[config.mk]
export PLATFORM = sky130hd
export DESIGN_NAME = ssae_ctrl
export DESIGN_NICKNAME = d
export VERILOG_FILES = /design/src/design/ssae_pkg.sv /design/src/design/ssae_ctrl.sv
export SDC_FILE = /design/constraint.sdc
export NUM_CORES = 1
export LEC_CHECK = 0
export BUFFER_PORTS_ARGS = -buffer_cell sky130_fd_sc_hd__buf_2
export CORE_MARGIN = 2
export CORE_UTILIZATION = 60
export DETAILED_ROUTE_END_ITERATION = 10
export PLACE_DENSITY = 0.84
export RECOVER_POWER = 100
export SYNTH_ARGS = -nofsm -noshare
export SYNTH_HDL_FRONTEND = slang
export SYNTH_SLANG_ARGS = --single-unit
[constraint.sdc]
create_clock -name clk -period 4.25 [get_ports clk]
set_input_delay 0.2125 -clock clk [delete_from_list [all_inputs] [get_ports clk]]
set_output_delay 0.2125 -clock clk [all_outputs]
set_load 0.01 [all_outputs]
[src/design/ssae_pkg.sv]
// Shared types, opcodes and constants for the sun-safe attitude error block.
`default_nettype none
package ssae_pkg;

	localparam int VEC_BITS  = 16;
	localparam int RATE_BITS = 32;
	localparam int MIN_BITS  = 15;
	localparam int CFG_IDX_W = 3;

	localparam logic [CFG_IDX_W-1:0] CFG_CMD_X    = 3'd0;
	localparam logic [CFG_IDX_W-1:0] CFG_CMD_Y    = 3'd1;
	localparam logic [CFG_IDX_W-1:0] CFG_CMD_Z    = 3'd2;
	localparam logic [CFG_IDX_W-1:0] CFG_MIN_NORM = 3'd3;

	localparam logic [1:0] ST_UPDATED = 2'd0;
	localparam logic [1:0] ST_HELD    = 2'd1;
	localparam logic [1:0] ST_DEGEN   = 2'd2;

	localparam logic [4:0] OP_NOP    = 5'd0;
	localparam logic [4:0] OP_LOAD   = 5'd1;
	localparam logic [4:0] OP_NSQ    = 5'd2;
	localparam logic [4:0] OP_TEST   = 5'd3;
	localparam logic [4:0] OP_DOT    = 5'd4;
	localparam logic [4:0] OP_CLAMP  = 5'd5;
	localparam logic [4:0] OP_CSQ    = 5'd6;
	localparam logic [4:0] OP_SQRT   = 5'd7;
	localparam logic [4:0] OP_VINIT  = 5'd8;
	localparam logic [4:0] OP_VEC    = 5'd9;
	localparam logic [4:0] OP_TINIT  = 5'd10;
	localparam logic [4:0] OP_TAN    = 5'd11;
	localparam logic [4:0] OP_TDINIT = 5'd12;
	localparam logic [4:0] OP_DIV    = 5'd13;
	localparam logic [4:0] OP_TSET   = 5'd14;
	localparam logic [4:0] OP_CROSS  = 5'd15;
	localparam logic [4:0] OP_SHIFT  = 5'd16;
	localparam logic [4:0] OP_SQ     = 5'd17;
	localparam logic [4:0] OP_SQINIT = 5'd18;
	localparam logic [4:0] OP_LEN    = 5'd19;
	localparam logic [4:0] OP_EMUL   = 5'd20;
	localparam logic [4:0] OP_EDINIT = 5'd21;
	localparam logic [4:0] OP_ESET   = 5'd22;
	localparam logic [4:0] OP_OUT    = 5'd23;

	localparam logic [4:0] LAST_MAC   = 5'd3;
	localparam logic [4:0] LAST_CSQ   = 5'd1;
	localparam logic [4:0] LAST_SQRT  = 5'd31;
	localparam logic [4:0] LAST_CORD  = 5'd23;
	localparam logic [4:0] LAST_DIV   = 5'd16;
	localparam logic [4:0] LAST_CROSS = 5'd6;

	typedef struct packed {
		logic [4:0] op;
		logic [4:0] cnt;
		logic [1:0] lane;
	} ssae_cmd_t;

	typedef struct packed {
		logic big;
		logic len_zero;
	} ssae_stat_t;

	function automatic logic [23:0] atan_q24(input logic [4:0] i);
		logic [23:0] v;
		case (i)
			5'd0:    v = 24'd13176795;
			5'd1:    v = 24'd7778716;
			5'd2:    v = 24'd4110060;
			5'd3:    v = 24'd2086331;
			5'd4:    v = 24'd1047214;
			5'd5:    v = 24'd524117;
			5'd6:    v = 24'd262123;
			5'd7:    v = 24'd131069;
			5'd8:    v = 24'd65536;
			5'd9:    v = 24'd32768;
			5'd10:   v = 24'd16384;
			5'd11:   v = 24'd8192;
			5'd12:   v = 24'd4096;
			5'd13:   v = 24'd2048;
			5'd14:   v = 24'd1024;
			5'd15:   v = 24'd512;
			5'd16:   v = 24'd256;
			5'd17:   v = 24'd128;
			5'd18:   v = 24'd64;
			5'd19:   v = 24'd32;
			5'd20:   v = 24'd16;
			5'd21:   v = 24'd8;
			5'd22:   v = 24'd4;
			5'd23:   v = 24'd2;
			default: v = 24'd0;
		endcase
		return v;
	endfunction

endpackage
`default_nettype wire

[src/design/ssae_ctrl.sv]
// Controller: sequences the datapath and owns the input and output handshakes.
`default_nettype none
module ssae_ctrl import ssae_pkg::*; (
	input  wire logic       clk,
	input  wire logic       arst_n,
	input  wire logic       in_valid,
	output logic            in_ready,
	output logic            out_valid,
	input  wire logic       out_ready,
	input  wire ssae_stat_t stat,
	output ssae_cmd_t       cmd
);

	localparam logic [4:0] S_IDLE   = 5'd0;
	localparam logic [4:0] S_NSQ    = 5'd1;
	localparam logic [4:0] S_TEST   = 5'd2;
	localparam logic [4:0] S_DOT    = 5'd3;
	localparam logic [4:0] S_CLAMP  = 5'd4;
	localparam logic [4:0] S_CSQ    = 5'd5;
	localparam logic [4:0] S_SQRT   = 5'd6;
	localparam logic [4:0] S_VINIT  = 5'd7;
	localparam logic [4:0] S_VEC    = 5'd8;
	localparam logic [4:0] S_TINIT  = 5'd9;
	localparam logic [4:0] S_TAN    = 5'd10;
	localparam logic [4:0] S_TDINIT = 5'd11;
	localparam logic [4:0] S_DIV    = 5'd12;
	localparam logic [4:0] S_TSET   = 5'd13;
	localparam logic [4:0] S_CROSS  = 5'd14;
	localparam logic [4:0] S_SHIFT  = 5'd15;
	localparam logic [4:0] S_SQ     = 5'd16;
	localparam logic [4:0] S_SQINIT = 5'd17;
	localparam logic [4:0] S_LEN    = 5'd18;
	localparam logic [4:0] S_EMUL   = 5'd19;
	localparam logic [4:0] S_EDINIT = 5'd20;
	localparam logic [4:0] S_ESET   = 5'd21;
	localparam logic [4:0] S_OUT    = 5'd22;

	logic [4:0] state_q, state_d, nxt, last;
	logic [4:0] cnt_q, cnt_d;
	logic [1:0] lane_q, lane_d;
	logic       pass_q, pass_d;
	logic       adv;

	always_comb begin
		cmd      = '0;
		cmd.cnt  = cnt_q;
		cmd.lane = lane_q;
		in_ready = 1'b0;
		adv      = 1'b1;
		last     = 5'd0;
		nxt      = S_IDLE;
		lane_d   = lane_q;
		pass_d   = pass_q;
		case (state_q)
			S_IDLE: begin
				in_ready = 1'b1;
				adv      = in_valid;
				nxt      = S_NSQ;
				if (in_valid) begin
					cmd.op = OP_LOAD;
					pass_d = 1'b0;
					lane_d = 2'd0;
				end
			end
			S_NSQ:    begin cmd.op = OP_NSQ; last = LAST_MAC; nxt = S_TEST; end
			S_TEST:   begin cmd.op = OP_TEST; nxt = stat.big ? S_DOT : S_OUT; end
			S_DOT:    begin cmd.op = OP_DOT; last = LAST_MAC; nxt = S_CLAMP; end
			S_CLAMP:  begin cmd.op = OP_CLAMP; nxt = S_CSQ; end
			S_CSQ:    begin cmd.op = OP_CSQ; last = LAST_CSQ; nxt = S_SQRT; end
			S_SQRT: begin
				cmd.op = OP_SQRT;
				last   = LAST_SQRT;
				nxt    = pass_q ? S_LEN : S_VINIT;
			end
			S_VINIT:  begin cmd.op = OP_VINIT; nxt = S_VEC; end
			S_VEC:    begin cmd.op = OP_VEC; last = LAST_CORD; nxt = S_TINIT; end
			S_TINIT:  begin cmd.op = OP_TINIT; nxt = S_TAN; end
			S_TAN:    begin cmd.op = OP_TAN; last = LAST_CORD; nxt = S_TDINIT; end
			S_TDINIT: begin cmd.op = OP_TDINIT; nxt = S_DIV; end
			S_DIV: begin
				cmd.op = OP_DIV;
				last   = LAST_DIV;
				nxt    = pass_q ? S_ESET : S_TSET;
			end
			S_TSET:   begin cmd.op = OP_TSET; pass_d = 1'b1; nxt = S_CROSS; end
			S_CROSS:  begin cmd.op = OP_CROSS; last = LAST_CROSS; nxt = S_SHIFT; end
			S_SHIFT:  begin cmd.op = OP_SHIFT; nxt = S_SQ; end
			S_SQ:     begin cmd.op = OP_SQ; last = LAST_MAC; nxt = S_SQINIT; end
			S_SQINIT: begin cmd.op = OP_SQINIT; nxt = S_SQRT; end
			S_LEN:    begin cmd.op = OP_LEN; nxt = stat.len_zero ? S_OUT : S_EMUL; end
			S_EMUL:   begin cmd.op = OP_EMUL; nxt = S_EDINIT; end
			S_EDINIT: begin cmd.op = OP_EDINIT; nxt = S_DIV; end
			S_ESET: begin
				cmd.op = OP_ESET;
				if (lane_q == 2'd2) begin
					nxt = S_OUT;
				end else begin
					nxt    = S_EMUL;
					lane_d = lane_q + 2'd1;
				end
			end
			S_OUT: begin
				adv = !out_valid || out_ready;
				if (adv) cmd.op = OP_OUT;
				nxt = S_IDLE;
			end
			default: nxt = S_IDLE;
		endcase
		state_d = state_q;
		cnt_d   = cnt_q;
		if (adv) begin
			if (cnt_q == last) begin
				cnt_d   = 5'd0;
				state_d = nxt;
			end else begin
				cnt_d = cnt_q + 5'd1;
			end
		end
	end

	always_ff @(posedge clk or negedge arst_n) begin
		if (!arst_n) begin
			state_q   <= S_IDLE;
			cnt_q     <= '0;
			lane_q    <= '0;
			pass_q    <= 1'b0;
			out_valid <= 1'b0;
		end else begin
			state_q <= state_d;
			cnt_q   <= cnt_d;
			lane_q  <= lane_d;
			pass_q  <= pass_d;
			if (cmd.op == OP_OUT) out_valid <= 1'b1;
			else if (out_ready) out_valid <= 1'b0;
		end
	end

	a_accept_starts: assert property (@(posedge clk) disable iff (!arst_n)
		(in_valid && in_ready) |=> (state_q == S_NSQ && cnt_q == 5'd0))
		else $error("accepted transaction did not start the norm test");

	a_lane_range: assert property (@(posedge clk) disable iff (!arst_n)
		lane_q != 2'd3)
		else $error("error lane out of range");

	a_out_free: assert property (@(posedge clk) disable iff (!arst_n)
		(cmd.op == OP_OUT) |-> (!out_valid || out_ready))
		else $error("output register overwritten while stalled");

	a_eset_pass: assert property (@(posedge clk) disable iff (!arst_n)
		(state_q == S_ESET || state_q == S_LEN) |-> pass_q)
		else $error("error stage reached before tangent was set");

endmodule
`default_nettype wire

# Word level (Yosys, flattened, before mapping)
# Index checks and enable logic that the tools add are counted.
# word_totals
ff_bits	14
wordCells	67
# op_classes
n_addsub	2
eq_ne	27
n_mux	20
n_reduce_logical	13
# op_table
op	n
one-hot mux 5 bit (23 select lines)	1
one-hot mux 5 bit (20 select lines)	1
equality test 5 x 4 -> 1 bit (second input constant)	8
equality test 5 bit (second input constant)	8
one-hot mux 5 bit (6 select lines)	1
two-way mux 5 bit	5
equality test 5 x 3 -> 1 bit (second input constant)	4
equality test 5 x 2 -> 1 bit (second input constant)	2
two-way mux 3 bit	2
nonzero test 2 bit	3
OR reduction 2 bit	3
adder 5 x 1 -> 5 bit (second input constant)	1
equality test 5 x 1 -> 1 bit (second input constant)	1
equality test 5 bit	1
zero test 5 bit	1
two-way mux 1 bit	5
two-way mux 2 bit	2
!= test 2 bit (second input constant)	2
one-hot mux 1 bit (2 select lines)	2
one-hot mux 2 bit (2 select lines)	1
AND reduction 2 bit	2
AND reduction 3 bit	1
OR reduction 3 bit	1
adder 2 x 1 -> 2 bit (second input constant)	1
other kinds (3)	3

# Logic depth before layout (Yosys ltp)
# depth
word_depth	6
depth_mapped	9
ltp_nobuf	6

# Worst setup path before layout
# No wires, ideal clock.
# synth_timing
path_kind	reg2reg
start	reg state_q[2]
end	reg state_q[0]
t_arrival_ns	2.108
slack_ns	2.017
stages_incl_launch_ff	9
path_buffers	2
period_less_slack_ns	2.233
cell_sequence	dfrtp_1 > buf_2 > or3b_1 > a211oi_1 > nor3_1 > xnor2_1 > or3_1 > buf_6 > mux2_4
# synth_between
elab_chain_cells	5
word_cells_on_any_way	32
classes_between	eq/ne (23); mux (3); reduce/logical (6)
# synth_lines
item	line_no	source
from (decl)	ssae_ctrl.sv:38	logic [4:0] state_q, state_d, nxt, last;
from (signal assigned)	ssae_ctrl.sv:129	state_q <= state_d;
equality test 5 bit (tied with other cells)	ssae_ctrl.sv:54	case (state_q)
OR reduction 3 bit (no source line) / OR reduction 2 bit (equally long branches)	--	
one-hot mux 5 bit (6 select lines)	ssae_ctrl.sv:54	
equality test 5 bit	ssae_ctrl.sv:112	if (cnt_q == last) begin
AND reduction 2 bit (no source line)	--	
# Several ways; a longest one is shown, not always the timed one.
# A chain may end at the register's enable or synchronous reset.

# Worst setup path after layout
# layout_timing
start	reg state_q[4]
end	reg state_q[0]
# Same word-level chain as after synthesis.

==> flow_metrics.env <==
export IMPL_p_leak_uw=0.000510
export IMPL_clock_sinks=14
export IMPL_htreeDepth=1
export IMPL_synth_async_reset_ratio_pct=100
export IMPL_syn_nets=173
export IMPL_slew_headroom_pct=41.8
export IMPL_path_max_fanout=24
export IMPL_antenna_left=0
export IMPL_core_region_area_mm2=0.00198
export IMPL_grt_max_degree=35
export IMPL_num_vias=1287
export IMPL_synthTopCellsByCount="18 x nand2_1, 14 x dfrtp_1, 14 x nor2_1, 14 x o21ai_0"
export IMPL_yosys_warnings=0
export IMPL_clkTransAtPathRegs_ps=80
export IMPL_gp_congestion=0.852
export IMPL_combinationalPowerShare_pct=57.6
export IMPL_critPathCaptureType="flop"
export IMPL_fin_nets=184
export IMPL_yosys_cell_count_top_type="nand2_1"
export IMPL_crit_required_ps=4420
export IMPL_vdd_drop_max_mv=0.601
export IMPL_ys_seq_area_share_pct=27.5
export IMPL_max_cap_violations=0
export IMPL_synth_avg_cell_area_um2=7.72
export IMPL_p_sw_uw=591
export IMPL_min_path_type="in -> reg"
export IMPL_start_util_pct=64.3
export IMPL_worstSetupStartpointType="flop"
export IMPL_insertion_delay_ps=280
export IMPL_tightest_slew_ps=873
export IMPL_area_growth_pct=4.72
export IMPL_die_area_mm2=0.00251
export IMPL_outcome="finished clean"
export IMPL_power_density_mw_per_mm2=821
export IMPL_synthTopCellsByArea="dfrtp_1 28%, o21ai_0 5.5%, nand2_1 5.3%"
export IMPL_antennaDiodeCount=0
export IMPL_via_per_inst=6.40
export IMPL_routed_wl_mm=3.14
export IMPL_drc=0
export IMPL_antenna_found_initial=0
export IMPL_synth_top_area_share_pct=27.5
export IMPL_cts_buffers=3
export IMPL_fin_crit_ps=2920
export IMPL_rsz0062_at_grt="false"
export IMPL_io_buffers=19
export IMPL_first_iter_violations=92
export IMPL_yosys_area_top_type="dfrtp_1"
export IMPL_firstDrtPassIters=5
export IMPL_finalSetupViolCount=0
export IMPL_fmax_mhz=343
export IMPL_dp_hpwl_mm=2.13
export IMPL_ys_types=53
export IMPL_cts_resized=0
export IMPL_die_x_um=50.1
export IMPL_seqPwrFrac_pct=35.4
export IMPL_row_count=16
export IMPL_ys_flop_type="dfrtp_1"
export IMPL_swShare_pct=54.0
export IMPL_clock_tree_root_cell="clkbuf_4"
export IMPL_synth_edf_count=0
export IMPL_dp_slack_ps=1500
export IMPL_fin_tns_setup_ps=0
export IMPL_clock_skew_ps=4.32
export IMPL_clock_path_buffers=2
export IMPL_cp_data_arrival_time_ps=3090
export IMPL_grtUsageTotal_pct=26.9
export IMPL_gr_total_overflow=0
export IMPL_fin_crit_sh_pct=68.7
export IMPL_final_util_pct=67.3
export IMPL_grt_first_pass_wirelength_mm=5.23
export IMPL_fp_dieH_um=50.1
export IMPL_p_int_uw=504
export IMPL_post_drt_wl_per_cell_um=15.6
export IMPL_synth_seq_cells=14
export IMPL_worst_slack_ps=1330
export IMPL_grt_pass1_vias=1118
export IMPL_drive_gt1_share_pct=6.90
export IMPL_syn_area_mm2=0.00127
export IMPL_crit_type="reg -> reg"
export IMPL_cts_tree="yes"
export IMPL_pwr_share_clk_pct=7.0
export IMPL_ioPinCount=20
export IMPL_report_final_hold_viol_count=0
export IMPL_slew_violations=0
export IMPL_synth_cells=165
[kinds of logic after synthesis]
logic type / Yosys count / share of synthesized area, %
AOI/OAI and AO/OA: 54 / 28.0
xor gates and xnor gates: 3 / 2.06
adders and majority gates: 2 / 1.96
buffers and inverters: 21 / 7.96
DFF: 14 / 27.5
muxes: 6 / 5.50
and+or+nand+nor: 65 / 27.0
[final timing paths]
| kind | from | end | depth (start not counted) | slack (ps) |
|---|---|---|---|---|
| max | state_q[4]$_DFFE_PN0P_ | state_q[0]$_DFFE_PN0P_ | 6 | 1330 |
| min | in_valid | pass_q$_DFFE_PN0P_ | 4 | 310 |
| min in group asynchronous | arst_n | cnt_q[3]$_DFFE_PN0P_ | 2 | 550 |
| max in group asynchronous | arst_n | out_valid$_DFFE_PN0P_ | 2 | 3220 |
| max reg2reg | state_q[4]$_DFFE_PN0P_ | state_q[0]$_DFFE_PN0P_ | 6 | 1330 |
| min reg2reg | lane_q[0]$_DFFE_PN0P_ | lane_q[0]$_DFFE_PN0P_ | 1 | 530 |
[worst max-delay path, cell delays in order (launching register included)]
cell and delay [ps]:
dfrtp_1 770, and2b_1 270, o311ai_0 430, nor3b_1 280, o211ai_1 210, or3_1 480
mux2_1 350
[timing repair]
action                    CTS  global route
hold endpoints to repair   14             0
hold buffers                1             0
setup buffers               0             0
[through the flow]
step / hold slack, ps / cells / total power [µW] / cell area (µm²)
floorplan: -83.1 / 165 / 886 / 1270
global route: 362 / 201 / 1200 / 1330
CTS: 305 / 201 / 1120 / 1360
finish: 308 / 201 / 1100 / 1330
detailed placement: 121 / 197 / 1040 / 1330
global placement: 114 / 197 / 1020 / 1330
[registers in the layout (all words and copies together), names as in the netlist]
signal,count
lane_q,2
state_q,5
pass_q,1
out_valid,1
cnt_q,5
[final cells by class]
type / count / area, µm²
Multi-Input combinational cell: 130 / 815
Fill cell: 180 / 648
Sequential cell: 14 / 350
Timing Repair Buffer: 20 / 86.3
Tap cell: 27 / 33.8
Inverter: 7 / 26.3
Clock buffer: 3 / 22.5
[power by group through the flow]
stage | Sequential (µW) | Combinational (µW) | Clock [µW]
2_1_floorplan | 277 | 609 | 0
3_3_place_gp | 376 | 644 | 0
3_5_place_dp | 385 | 658 | 0
4_1_cts | 382 | 663 | 77.1
5_1_grt | 412 | 708 | 82.1
6_report | 388 | 630 | 76.6
[metal layers]
layer / GRT usage, % / wire length (µm) / part of all wire, %
met1: 39.5 / 1380 / 44
met2: 40.8 / 1470 / 47
met3: 2.73 / 234 / 7.5
met4: 9.26 / 46 / 1.5
met5: 0 / 0 / 0
[cells in the final DEF, fill, tap and decap left out, types with 3 or more instances in the layout]
| cell | count |
|---|---|
| a21boi_0 | 3 |
| a21oi_1 | 5 |
| buf_2 | 4 |
| clkbuf_1 | 15 |
| clkbuf_4 | 3 |
| dfrtp_1 | 14 |
| inv_1 | 5 |
| mux2i_1 | 4 |
| nand2_1 | 18 |
| nand3_1 | 5 |
| nor2_1 | 14 |
| nor2b_1 | 5 |
| nor3_1 | 5 |
| nor3b_1 | 3 |
| o21ai_0 | 18 |
| o22ai_1 | 3 |
| or3_1 | 3 |
No activity file was read; power rests on OpenSTA's default activity.
